$ cat config.mk
export PLATFORM = sky130hd
export DESIGN_NAME = kline_frame_receiver
export DESIGN_NICKNAME = d
export VERILOG_FILES = /design/src/rtl/kfr_pkg.sv /design/src/rtl/kline_frame_receiver.sv
export VERILOG_INCLUDE_DIRS = /design/src /design/src/rtl
export SDC_FILE = /design/constraint.sdc
export NUM_CORES = 1
export LEC_CHECK = 0
export ABC_AREA = 1
export BUFFER_PORTS_ARGS = -buffer_cell sky130_fd_sc_hd__buf_2
export CAP_MARGIN = 20
export CORE_MARGIN = 8
export CORE_UTILIZATION = 46
export CTS_CLUSTER_DIAMETER = 100
export CTS_CLUSTER_SIZE = 25
export DETAILED_ROUTE_END_ITERATION = 16
export HOLD_SLACK_MARGIN = 0.05
export PLACE_DENSITY = 0.68
export SYNTH_ARGS = -nofsm -noshare
export SYNTH_HDL_FRONTEND = slang
export SYNTH_SLANG_ARGS = --single-unit
$ cat constraint.sdc
create_clock -name clk_i -period 5.2 [get_ports clk_i]
set_clock_uncertainty 0.1 [all_clocks]
set_input_delay 0 -clock clk_i [delete_from_list [all_inputs] [get_ports clk_i]]
set_output_delay 0 -clock clk_i [all_outputs]
set_load 0.01 [all_outputs]
$ cat src/rtl/kline_frame_receiver_macros.svh
// Assertion macros for the K-line frame receiver.
// Every macro expects clk_i and rst_ni to exist in the including module.
`ifndef KLINE_FRAME_RECEIVER_MACROS_SVH
`define KLINE_FRAME_RECEIVER_MACROS_SVH

// Condition that must hold at every clock edge outside reset.
`define KFR_ASSERT_ALWAYS(lbl, cond, msg) \
  lbl: assert property (@(posedge clk_i) disable iff (!rst_ni) (cond)) \
    else $error(msg);

// Consequence that must hold in the cycle after the antecedent.
`define KFR_ASSERT_NEXT(lbl, ante, cons, msg) \
  lbl: assert property (@(posedge clk_i) disable iff (!rst_ni) (ante) |=> (cons)) \
    else $error(msg);

// Consequence that must hold in the same cycle as the antecedent.
`define KFR_ASSERT_SAME(lbl, ante, cons, msg) \
  lbl: assert property (@(posedge clk_i) disable iff (!rst_ni) (ante) |-> (cons)) \
    else $error(msg);

`endif

$ cat src/rtl/kfr_pkg.sv
// Package for the K-line frame receiver: field widths, codes and the result type.
// No dependencies.
`timescale 1ns / 1ps
`default_nettype none

package kfr_pkg;

  localparam int MaxFrame    = 255;
  localparam int TickW       = 20;
  localparam int GapW        = 16;
  localparam int CfgIdxW     = 2;
  localparam int FifoDepth   = 4;
  localparam int FifoPtrW    = $clog2(FifoDepth);

  localparam logic [TickW-1:0] FirstByteTimeoutRst = TickW'(10000);
  localparam logic [GapW-1:0]  GapTimeoutRst       = GapW'(200);

  // Configuration register indexes.
  localparam logic [CfgIdxW-1:0] RegFirstByteTimeout = 2'd0;
  localparam logic [CfgIdxW-1:0] RegGapTimeout       = 2'd1;

  // Input commands.
  localparam logic [1:0] CmdStart = 2'd0;
  localparam logic [1:0] CmdByte  = 2'd1;
  localparam logic [1:0] CmdTick  = 2'd2;

  // Result kinds.
  localparam logic KindData = 1'b0;
  localparam logic KindDone = 1'b1;

  // Frame status codes.
  localparam logic [1:0] StatOk       = 2'd0;
  localparam logic [1:0] StatTimeout  = 2'd1;
  localparam logic [1:0] StatSumError = 2'd2;
  localparam logic [1:0] StatOverflow = 2'd3;

  typedef struct packed {
    logic       kind;
    logic [7:0] data;
    logic [7:0] byte_count;
    logic [1:0] status;
    logic       last;
  } res_t;

endpackage

`default_nettype wire

$ cat src/rtl/kline_frame_receiver.sv
// K-line (ISO 9141) response frame receiver with optional additive checksum.
// Depends on kfr_pkg and kline_frame_receiver_macros.svh.
`timescale 1ns / 1ps
`default_nettype none

// The receiver takes one input word per clock cycle: a start word that opens a
// frame (expected length, zero for unknown, and whether a checksum byte closes
// it), received bytes, and 0.1 ms ticks that count waiting time. Every word is
// decoded combinationally against the frame state and produces zero, one or
// two result words, which go into a four-entry result queue. The output side
// drains that queue at one word per cycle while the consumer is ready. The
// input is ready whenever the queue has at least two free entries, so with a
// draining consumer a new input word is taken every cycle; only a stalled
// consumer holds the input. Configuration writes are always accepted and
// take effect on the next input word.
module kline_frame_receiver (
  input  wire logic                         clk_i,
  input  wire logic                         rst_ni,
  // Configuration write channel.
  input  wire logic                         cfg_valid_i,
  output logic                              cfg_ready_o,
  input  wire logic [kfr_pkg::CfgIdxW-1:0]  cfg_index_i,
  input  wire logic [kfr_pkg::TickW-1:0]    cfg_data_i,
  // Input channel.
  input  wire logic                         in_valid_i,
  output logic                              in_ready_o,
  input  wire logic [1:0]                   cmd_i,
  input  wire logic [7:0]                   rx_byte_i,
  input  wire logic [7:0]                   expected_len_i,
  input  wire logic                         check_sum_i,
  // Result channel.
  output logic                              out_valid_o,
  input  wire logic                         out_ready_i,
  output logic                              kind_o,
  output logic [7:0]                        data_o,
  output logic [7:0]                        byte_count_o,
  output logic [1:0]                        status_o,
  output logic                              last_o
);

  `include "kline_frame_receiver_macros.svh"

  // Frame phases.
  localparam logic [2:0] PhIdle   = 3'd0;
  localparam logic [2:0] PhKData  = 3'd1;
  localparam logic [2:0] PhKSum   = 3'd2;
  localparam logic [2:0] PhUFirst = 3'd3;
  localparam logic [2:0] PhUGap   = 3'd4;

  localparam int CntW = kfr_pkg::FifoPtrW + 1;

  // Configuration registers.
  logic [kfr_pkg::TickW-1:0] first_tmo_q;
  logic [kfr_pkg::GapW-1:0]  gap_tmo_q;

  // Frame state.
  logic [2:0]                phase_q, phase_d;
  logic [kfr_pkg::TickW-1:0] wait_q, wait_d;
  logic [7:0]                received_q, received_d;
  logic [7:0]                sum_q, sum_d;
  logic [7:0]                prev_q, prev_d;
  logic [7:0]                target_q, target_d;
  logic                      sum_en_q, sum_en_d;

  // Result queue.
  kfr_pkg::res_t             fifo_q [kfr_pkg::FifoDepth];
  logic [kfr_pkg::FifoPtrW-1:0] wr_ptr_q, rd_ptr_q;
  logic [CntW-1:0]           cnt_q;

  logic                      in_acc, out_acc, cfg_acc;
  logic [1:0]                n_res;
  kfr_pkg::res_t             res0, res1;
  logic [kfr_pkg::TickW-1:0] wait_inc;
  logic [7:0]                rec_inc;

  assign cfg_ready_o = 1'b1;
  assign cfg_acc     = cfg_valid_i && cfg_ready_o;

  // Two free entries are needed since one word can yield two results.
  assign in_ready_o  = (cnt_q <= CntW'(kfr_pkg::FifoDepth - 2));
  assign in_acc      = in_valid_i && in_ready_o;

  assign out_valid_o = (cnt_q != '0);
  assign out_acc     = out_valid_o && out_ready_i;

  assign kind_o       = fifo_q[rd_ptr_q].kind;
  assign data_o       = fifo_q[rd_ptr_q].data;
  assign byte_count_o = fifo_q[rd_ptr_q].byte_count;
  assign status_o     = fifo_q[rd_ptr_q].status;
  assign last_o       = fifo_q[rd_ptr_q].last;

  // The wait counter saturates instead of wrapping.
  assign wait_inc = (wait_q == '1) ? wait_q : wait_q + kfr_pkg::TickW'(1);
  assign rec_inc  = received_q + 8'd1;

  always_comb begin
    phase_d    = phase_q;
    wait_d     = wait_q;
    received_d = received_q;
    sum_d      = sum_q;
    prev_d     = prev_q;
    target_d   = target_q;
    sum_en_d   = sum_en_q;
    n_res      = 2'd0;
    res0       = '{kind: kfr_pkg::KindData, data: rx_byte_i, byte_count: 8'd0,
                   status: kfr_pkg::StatOk, last: 1'b1};
    res1       = '{kind: kfr_pkg::KindDone, data: 8'd0, byte_count: rec_inc,
                   status: kfr_pkg::StatOk, last: 1'b1};

    unique case (cmd_i)
      kfr_pkg::CmdStart: begin
        target_d   = expected_len_i;
        sum_en_d   = check_sum_i;
        wait_d     = '0;
        received_d = '0;
        sum_d      = '0;
        prev_d     = '0;
        phase_d    = (expected_len_i != 8'd0) ? PhKData : PhUFirst;
      end

      kfr_pkg::CmdByte: begin
        if (phase_q == PhKSum) begin
          // Checksum byte of a known-length frame: compared, never passed on.
          n_res           = 2'd1;
          res0.kind       = kfr_pkg::KindDone;
          res0.data       = 8'd0;
          res0.byte_count = received_q;
          res0.status     = (rx_byte_i == sum_q) ? kfr_pkg::StatOk
                                                 : kfr_pkg::StatSumError;
          phase_d         = PhIdle;
          wait_d          = '0;
        end else if (phase_q != PhIdle) begin
          if (received_q >= 8'(kfr_pkg::MaxFrame)) begin
            n_res           = 2'd1;
            res0.kind       = kfr_pkg::KindDone;
            res0.data       = 8'd0;
            res0.byte_count = received_q;
            res0.status     = kfr_pkg::StatOverflow;
            phase_d         = PhIdle;
            wait_d          = '0;
          end else begin
            n_res      = 2'd1;
            received_d = rec_inc;
            wait_d     = '0;
            if (phase_q == PhKData) begin
              sum_d = sum_q + rx_byte_i;
              if (rec_inc == target_q) begin
                if (sum_en_q) begin
                  phase_d = PhKSum;
                end else begin
                  // Last data byte without checksum closes the frame at once.
                  n_res     = 2'd2;
                  res0.last = 1'b0;
                  phase_d   = PhIdle;
                end
              end
            end else begin
              // Unknown length: the newest byte stays out of the sum, since
              // it may turn out to be the checksum.
              if (received_q != 8'd0) begin
                sum_d = sum_q + prev_q;
              end
              prev_d  = rx_byte_i;
              phase_d = PhUGap;
            end
          end
        end
      end

      kfr_pkg::CmdTick: begin
        res0.kind = kfr_pkg::KindDone;
        res0.data = 8'd0;
        if (phase_q == PhKData || phase_q == PhUFirst) begin
          wait_d = wait_inc;
          if (wait_inc >= first_tmo_q) begin
            n_res           = 2'd1;
            res0.byte_count = 8'd0;
            res0.status     = kfr_pkg::StatTimeout;
            phase_d         = PhIdle;
            wait_d          = '0;
          end
        end else if (phase_q == PhKSum) begin
          wait_d = wait_inc;
          if (wait_inc >= first_tmo_q) begin
            n_res           = 2'd1;
            res0.byte_count = received_q;
            res0.status     = kfr_pkg::StatSumError;
            phase_d         = PhIdle;
            wait_d          = '0;
          end
        end else if (phase_q == PhUGap) begin
          wait_d = wait_inc;
          if (wait_inc >= {{(kfr_pkg::TickW - kfr_pkg::GapW){1'b0}}, gap_tmo_q}) begin
            n_res   = 2'd1;
            phase_d = PhIdle;
            wait_d  = '0;
            if (sum_en_q) begin
              res0.byte_count = received_q - 8'd1;
              res0.status     = (sum_q == prev_q) ? kfr_pkg::StatOk
                                                  : kfr_pkg::StatSumError;
            end else begin
              res0.byte_count = received_q;
              res0.status     = kfr_pkg::StatOk;
            end
          end
        end
      end

      default: begin
        // Unused command code: no effect.
      end
    endcase
  end

  // Control state, configuration and result queue pointers.
  always_ff @(posedge clk_i or negedge rst_ni) begin
    if (!rst_ni) begin
      first_tmo_q <= kfr_pkg::FirstByteTimeoutRst;
      gap_tmo_q   <= kfr_pkg::GapTimeoutRst;
      phase_q     <= PhIdle;
      wait_q      <= '0;
      received_q  <= '0;
      sum_q       <= '0;
      prev_q      <= '0;
      target_q    <= '0;
      sum_en_q    <= 1'b0;
      wr_ptr_q    <= '0;
      rd_ptr_q    <= '0;
      cnt_q       <= '0;
    end else begin
      if (cfg_acc) begin
        if (cfg_index_i == kfr_pkg::RegFirstByteTimeout) begin
          first_tmo_q <= cfg_data_i;
        end else if (cfg_index_i == kfr_pkg::RegGapTimeout) begin
          gap_tmo_q <= cfg_data_i[kfr_pkg::GapW-1:0];
        end
      end
      if (in_acc) begin
        phase_q    <= phase_d;
        wait_q     <= wait_d;
        received_q <= received_d;
        sum_q      <= sum_d;
        prev_q     <= prev_d;
        target_q   <= target_d;
        sum_en_q   <= sum_en_d;
        wr_ptr_q   <= wr_ptr_q + kfr_pkg::FifoPtrW'(n_res);
      end
      if (out_acc) begin
        rd_ptr_q <= rd_ptr_q + kfr_pkg::FifoPtrW'(1);
      end
      cnt_q <= cnt_q + (in_acc ? CntW'(n_res) : CntW'(0)) - (out_acc ? CntW'(1) : CntW'(0));
    end
  end

  // Result queue storage.
  always_ff @(posedge clk_i) begin
    if (in_acc && n_res != 2'd0) begin
      fifo_q[wr_ptr_q] <= res0;
    end
    if (in_acc && n_res == 2'd2) begin
      fifo_q[wr_ptr_q + kfr_pkg::FifoPtrW'(1)] <= res1;
    end
  end

  `KFR_ASSERT_ALWAYS(a_queue_bound, cnt_q <= CntW'(kfr_pkg::FifoDepth), "result queue overrun")
  `KFR_ASSERT_ALWAYS(a_frame_bound, received_q <= 8'(kfr_pkg::MaxFrame), "frame length over limit")
  `KFR_ASSERT_NEXT(a_start_opens, in_acc && cmd_i == kfr_pkg::CmdStart, phase_q != PhIdle, "start did not open a frame")
  `KFR_ASSERT_SAME(a_done_last, out_valid_o && kind_o == kfr_pkg::KindDone, last_o, "done result not marked last")

endmodule

`default_nettype wire

==> results.cfg, run 1 <==
[outcome]
run_status = finished, final reports clean

[sta]
layout_setup_ws_ns = 0.400
max_freq_mhz = 208
timing.max_slew.rel_slack = 0.430
worst_slack_on_hold_paths_ns = 0.0275
timing.final.max_slew_violations = 0
final.setup.tns_ns = 0
finalHoldViolCount = 0
fin_crit_ns = 4.80
setup-violations-final = 0
worst_pin_slew_ns = 0.854
timing.final.crit_share = 0.923

[routing]
drt_first_iter_violations = 645
drt_wl_total_um = 28300
final_antenna_net_count = 0
avgViaCountPerCell = 5.35
route.detailed.wl_per_inst_um = 15.7
vias = 9603
post-route-drc-count = 0
drt_pre_antenna_iters = 5

[global_routing]
grt_remaining_overflow = 0
first_global_vias = 9449
maximum_number_of_pins_on_one_net_before_global_route_repair = 63
grt_antenna_before_repair = 0
grt_use_total = 0.203
global_route_wire_length_before_repair_um = 47100

[floorplan]
floorplan.initialDensity = 0.469
floorplan.die.width_um = 168
die-area_sq_um = 28300
design.core.area_sq_um = 22700
io_pins = 69
row_count = 55
die-height_um = 168

[yosys]
synth.lib_cells_used.distinct = 49
avgSynthCellArea_sq_um = 7.56
ys_warn_count = 0
synthArstFlopShare = 0.553
postSynthCellCount = 1408
number_of_nets_produced_by_synthesis = 1511
synth-seq-cells = 179
synth_area_sq_um = 10600
postSynth.topFlopCell = dfrtp_1
synth-edff-count = 32
yosysSeqAreaShare = 0.414

[final_layout]
mostFrequentLayoutCells = 276 x nand2_1, 184 x inv_1, 158 x nor2_1
final_design_area_no_fill_sq_um = 12200
finish.utilization = 0.538
area_growth_syn_to_layout_pct = 14.7
post_layout_nonfiller_instances = 1795
layout_commonest_cell = nand2_1
antenna_cells_inserted = 0
layout.nets = 1600
drive_gt1_frac = 0.103

[setup_path]
timing.setup.critical_path_class = reg -> reg
timing.critical_path.to = cnt_q[2]
slowest_stage = dfrtp_1
crit_fanout = 5
worst_ep_required_time_ns = 5.41
end_kind = flip-flop
critical-path-max-stage-delay_ns = 0.41
launch_instance_of_the_worst_register_to_register_path = wait_q[4]
r2r_slack_ns = 0.40
worst-endpoint-arrival_ns = 5.01
cp_common_cell = nand2_1
critical_path.reg2reg.endpoint = cnt_q[2]
cp-start-kind = flip-flop
timing.reg2reg.worst_path_depth = 27
setup_crit_start = wait_q[4]

[flow_run]
max_cap_violations = 0

[min_path]
worstHoldPathType = in -> reg
min-delay-start = cfg_index_i[1]

[cts]
clkSlewWorstSetupHoldPaths_ns = 0.07
clk_latency_ns = 0.43
tritoncts_clock_tree = built
clockBufferDepth = 2
tritoncts.num_buffers = 17
ctsRootBufferMaster = clkbuf_16
cts.htree.levels = 4
cts.sinks = 179

[place]
number_of_placed_instances_with_taps_included = 1716
replace_congestion = 0.921
hpwl_um = 20100
detailed_place.area_sq_um = 11200
io_buffers = 67
place_worst_setup_slack_ns = 0.485

[power]
power.total_mw = 5.75
leakagePower_nw = 5.89
vdd.ir_drop.worst_uv = 234
power_density_nw_per_um2 = 471
## worst min-delay path by stage
stage	endpoint	slack [ns]	depth (start not counted)
2_1_floorplan	cnt_q[0]	-0.40	0
3_3_place_gp	first_tmo_q[7]	-0.11	1
3_5_place_dp	first_tmo_q[7]	-0.10	1
4_1_cts	wr_ptr_q[0]	0.08	5
5_1_grt	gap_tmo_q[3]	0.06	3
6_report	gap_tmo_q[3]	0.03	3
## cells in the mapped netlist (3+ instances only)
library cell | instances | share of area
nor3_1 | 18 | 0.0085
dfrtp_1 | 91 | 0.21
nand3_1 | 90 | 0.042
a21oi_2 | 4 | 0.0033
xnor2_1 | 14 | 0.012
a22o_1 | 4 | 0.0033
nand3_2 | 3 | 0.0028
o22ai_1 | 60 | 0.035
o21ai_1 | 7 | 0.0033
clkbuf_1 | 30 | 0.011
ha_1 | 55 | 0.065
edfxtp_1 | 32 | 0.090
nor2_2 | 3 | 0.0018
xor2_1 | 30 | 0.025
nor2_1 | 158 | 0.056
nand2_2 | 6 | 0.0035
buf_2 | 19 | 0.0089
inv_1 | 185 | 0.065
buf_4 | 5 | 0.0035
nand4_1 | 13 | 0.0076
nand2_1 | 276 | 0.097
a21oi_1 | 68 | 0.032
dfxtp_1 | 48 | 0.090
o21ai_0 | 147 | 0.069
dfstp_2 | 8 | 0.020
## kinds of logic (layout without fill, tap and decap cells)
logic type               after synthesis  after routing  synth area share
flip-flops                           179            179             0.414
XOR/XNOR                              44             44            0.0362
AO/OA/AOI/OAI                        301            301             0.155
AND/OR/NAND/NOR                      580            580             0.231
multiplexers                           1              1           0.00106
other                                  1              1          0.000352
adder cells (fa/ha/maj)               57             57            0.0684
buffers and inverters                245            347            0.0929
## sequential cells by signal, summed over array words and instances, names as in the netlist
signal       cells
cnt_q            3
fifo_q          80
first_tmo_q     20
gap_tmo_q       16
phase_q          3
prev_q           8
rd_ptr_q         2
received_q       8
sum_en_q         1
sum_q            8
target_q         8
wait_q          20
wr_ptr_q         2
## layer usage
metal	global-route usage	part of all wire	vias to the layer above
li1	-	-	4806
met1	0.265	0.46	4470
met2	0.334	0.47	281
met3	0.0320	0.050	46
met4	0.0730	0.020	0
met5	0	0	-
## repair_timing
item / in CTS / in global routing
hold buffers: 43 / 0
gates resized for setup: 0 / 2
setup buffers: 0 / 1
endpoints found under the setup margin: 0 / 28
endpoints found under the hold margin: 119 / 0
## power breakdown
part / internal [mW] / total (mW) / switching, mW
clock: 0.671 / 1.24 / 0.570
sequential: 1.78 / 2.08 / 0.294
combinational: 0.872 / 2.43 / 1.56
total: 3.33 / 5.75 / 2.43
## worst max-delay path, delay by kind of cell, from the launching register on
kind	cells	cell delay, ns
simple gates	15	2.03
compound gates	2	0.21
fa+ha+maj	4	1.27
flops	1	0.41
xor+xnor	2	0.33
buf+inv	4	0.32
## final cells by class
| cell class | count | area [sq um] |
|---|---|---|
| inverter | 187 | 702 |
| sequential | 179 | 4410 |
| multi-input combinational | 984 | 5240 |
| timing repair buffer | 128 | 941 |
| fill | 2179 | 10500 |
| clock buffer | 22 | 485 |
| tap | 285 | 357 |
| clock inverter | 10 | 72.6 |
Note: power is estimated with default switching activity, not from simulation.
==> run 2: changes to the inputs <==
--- a/config.mk
+++ b/config.mk
@@ -8,7 +8,7 @@
 export LEC_CHECK = 0
 export ABC_AREA = 1
 export BUFFER_PORTS_ARGS = -buffer_cell sky130_fd_sc_hd__buf_2
-export CAP_MARGIN = 20
+export CAP_MARGIN = 10
 export CORE_MARGIN = 8
 export CORE_UTILIZATION = 46
 export CTS_CLUSTER_DIAMETER = 100
==> constraint.sdc (replaced) <==
create_clock -name clk_i -period 6 [get_ports clk_i]
set_clock_uncertainty 0.1 [all_clocks]
set_input_delay 0 -clock clk_i [delete_from_list [all_inputs] [get_ports clk_i]]
set_output_delay 0 -clock clk_i [all_outputs]
set_load 0.01 [all_outputs]
==> run 2 against run 1 <==
  * Critical path depth stayed put
  * Die area unchanged
  * Design area hardly changed
  * Non-clock buffer count decreased by 6
  * Hold slack improved by 0.056 ns
  * Critical endpoint is now fifo_q[2][4]
  * Fmax shrank 4.9%
==> results.cfg, run 2 (synthesis gave the netlist of run 1 again) <==
[floorplan]
io_pins = 69
floorplan.die.width_um = 168
row_count = 55
die-area_sq_um = 28300
design.core.area_sq_um = 22700
floorplan.initialDensity = 0.469
die-height_um = 168

[cts]
cts.htree.levels = 4
clk_latency_ns = 0.44
ctsHoldBuffers = 43
ctsResizeCount = 0
clockBufferDepth = 2
post_cts.repair.setup_buffers = 0
tritoncts_clock_tree = built
clkSlewWorstSetupHoldPaths_ns = 0.08
tritoncts.num_buffers = 17
ctsRootBufferMaster = clkbuf_16
cts.sinks = 179

[sta]
worst_slack_on_hold_paths_ns = 0.0836
timing.max_slew.rel_slack = 0.222
max_freq_mhz = 198
finalHoldViolCount = 0
worst_pin_slew_ns = 1.17
setup-violations-final = 0
timing.final.max_slew_violations = 0
fin_crit_ns = 5.05
rsz_0062_raised_after_global_routing = no
final.setup.tns_ns = 0
layout_setup_ws_ns = 0.953
timing.final.crit_share = 0.841

[routing]
vias = 9715
drt_wl_total_um = 28900
route.detailed.wl_per_inst_um = 16.1
post-route-drc-count = 0
avgViaCountPerCell = 5.43
drt_pre_antenna_iters = 7
final_antenna_net_count = 0
drt_first_iter_violations = 823

[final_layout]
layout_commonest_cell = nand2_1
largest-register = fifo_q
multi_input_area_sq_um = 5240
final_design_area_no_fill_sq_um = 12200
antenna_cells_inserted = 0
mostFrequentLayoutCells = 276 x nand2_1, 185 x inv_1, 158 x nor2_1
layout.nets = 1594
max_ffs_per_register = 80
drive_gt1_frac = 0.0997
area_growth_syn_to_layout_pct = 14.6
count_of_filler_cells_inserted_in_the_layout = 2171
biggestRegsByFlops = fifo_q x80, first_tmo_q x20, wait_q x20
area_taken_by_flip_flops_and_latches_sq_um = 4410

[flow_run]
max_cap_violations = 0

[place]
hpwl_um = 20600
detailed_place.area_sq_um = 11100
replace_congestion = 0.900
io_buffers = 67
place_worst_setup_slack_ns = 1.03

[global_routing]
first_global_vias = 9311
maximum_number_of_pins_on_one_net_before_global_route_repair = 83
grt_antenna_before_repair = 0
grt_remaining_overflow = 0
global_route_wire_length_before_repair_um = 47500
grt_use_total = 0.207

[power]
power_density_nw_per_um2 = 418
leakagePower_nw = 5.87
power.total_mw = 5.09
vdd.ir_drop.worst_uv = 237

[setup_path]
timing.setup.critical_path_class = reg -> reg
crit_fanout = 82
end_kind = flip-flop
worst_ep_required_time_ns = 6.01
cp-start-kind = flip-flop
worst-endpoint-arrival_ns = 5.05

[min_path]
worstHoldPathType = in -> reg

[outcome]
run_status = finished, final reports clean
## run 2: cell count changes in the layout (fill, tap and decap cells not counted), moves of 3 or more
cell	previous run	this run
buf_4	16	12
clkinv_8	0	4
inv_8	0	4
clkinv_2	3	0
## run 2: worst paths after layout
check | from | endpoint | slack [ns] | cells after the start
min reg2reg | fifo_q[2][0] | fifo_q[2][0] | 0.36 | 2
max | wait_q[4] | fifo_q[2][4] | 0.95 | 27
min in group asynchronous | rst_ni | first_tmo_q[10] | 0.55 | 3
max in group asynchronous | rst_ni | rd_ptr_q[1] | 4.46 | 4
min | cfg_valid_i | first_tmo_q[4] | 0.08 | 4
max reg2reg | wait_q[4] | fifo_q[2][4] | 0.95 | 27
## run 2: metal layers
layer,wire length [um],share of wire,GRT usage
met5,0,0,0
met4,590,0.020,0.0695
met3,1800,0.062,0.0386
met2,13800,0.48,0.341
met1,12700,0.44,0.269
## run 2: through the flow
stage	util	std cells
after global placement	0.490	1713
after CTS	0.536	1788
after global routing	0.537	1789
after floorplan	-	1408
after detailed placement	0.490	1713
final	0.537	1789
## run 2: cell type report
type | instances | area share
multi-input cells | 984 | 0.430
clock inverters | 14 | 0.0132
well taps | 285 | 0.0292
flip-flops and latches | 179 | 0.361
repair buffers | 122 | 0.0718
inverters | 187 | 0.0575
clock buffers | 18 | 0.0369
## run 2: where the power goes
part | total [mW] | internal [mW] | leakage (nW) | switching (mW)
Clock | 1.14 | 0.585 | 0.295 | 0.558
Sequential | 1.81 | 1.55 | 1.94 | 0.266
Combinational | 2.14 | 0.749 | 3.64 | 1.39
## run 2: worst max-delay path: stages, from the launching register on
cell and delay, ns:
dfrtp_1 0.42, nand2_1 0.11, nor2_1 0.19, nand2_1 0.12
nor3_1 0.22, nand3_1 0.21, inv_1 0.18, nor2_1 0.08
nand2_1 0.12, nor2_1 0.07, xor2_1 0.18, ha_1 0.31
nand2_1 0.05, inv_1 0.06, nand3_1 0.09, nor3_1 0.14
nand2_1 0.07, nand2_1 0.08, nand2_1 0.06, nand2_1 0.13
nand2_1 0.12, nand2_1 0.07, nand3_1 0.11, nand2_2 0.12
nand3_2 0.14, nand2_8 0.41, nand2_1 0.34, nand2_1 0.38
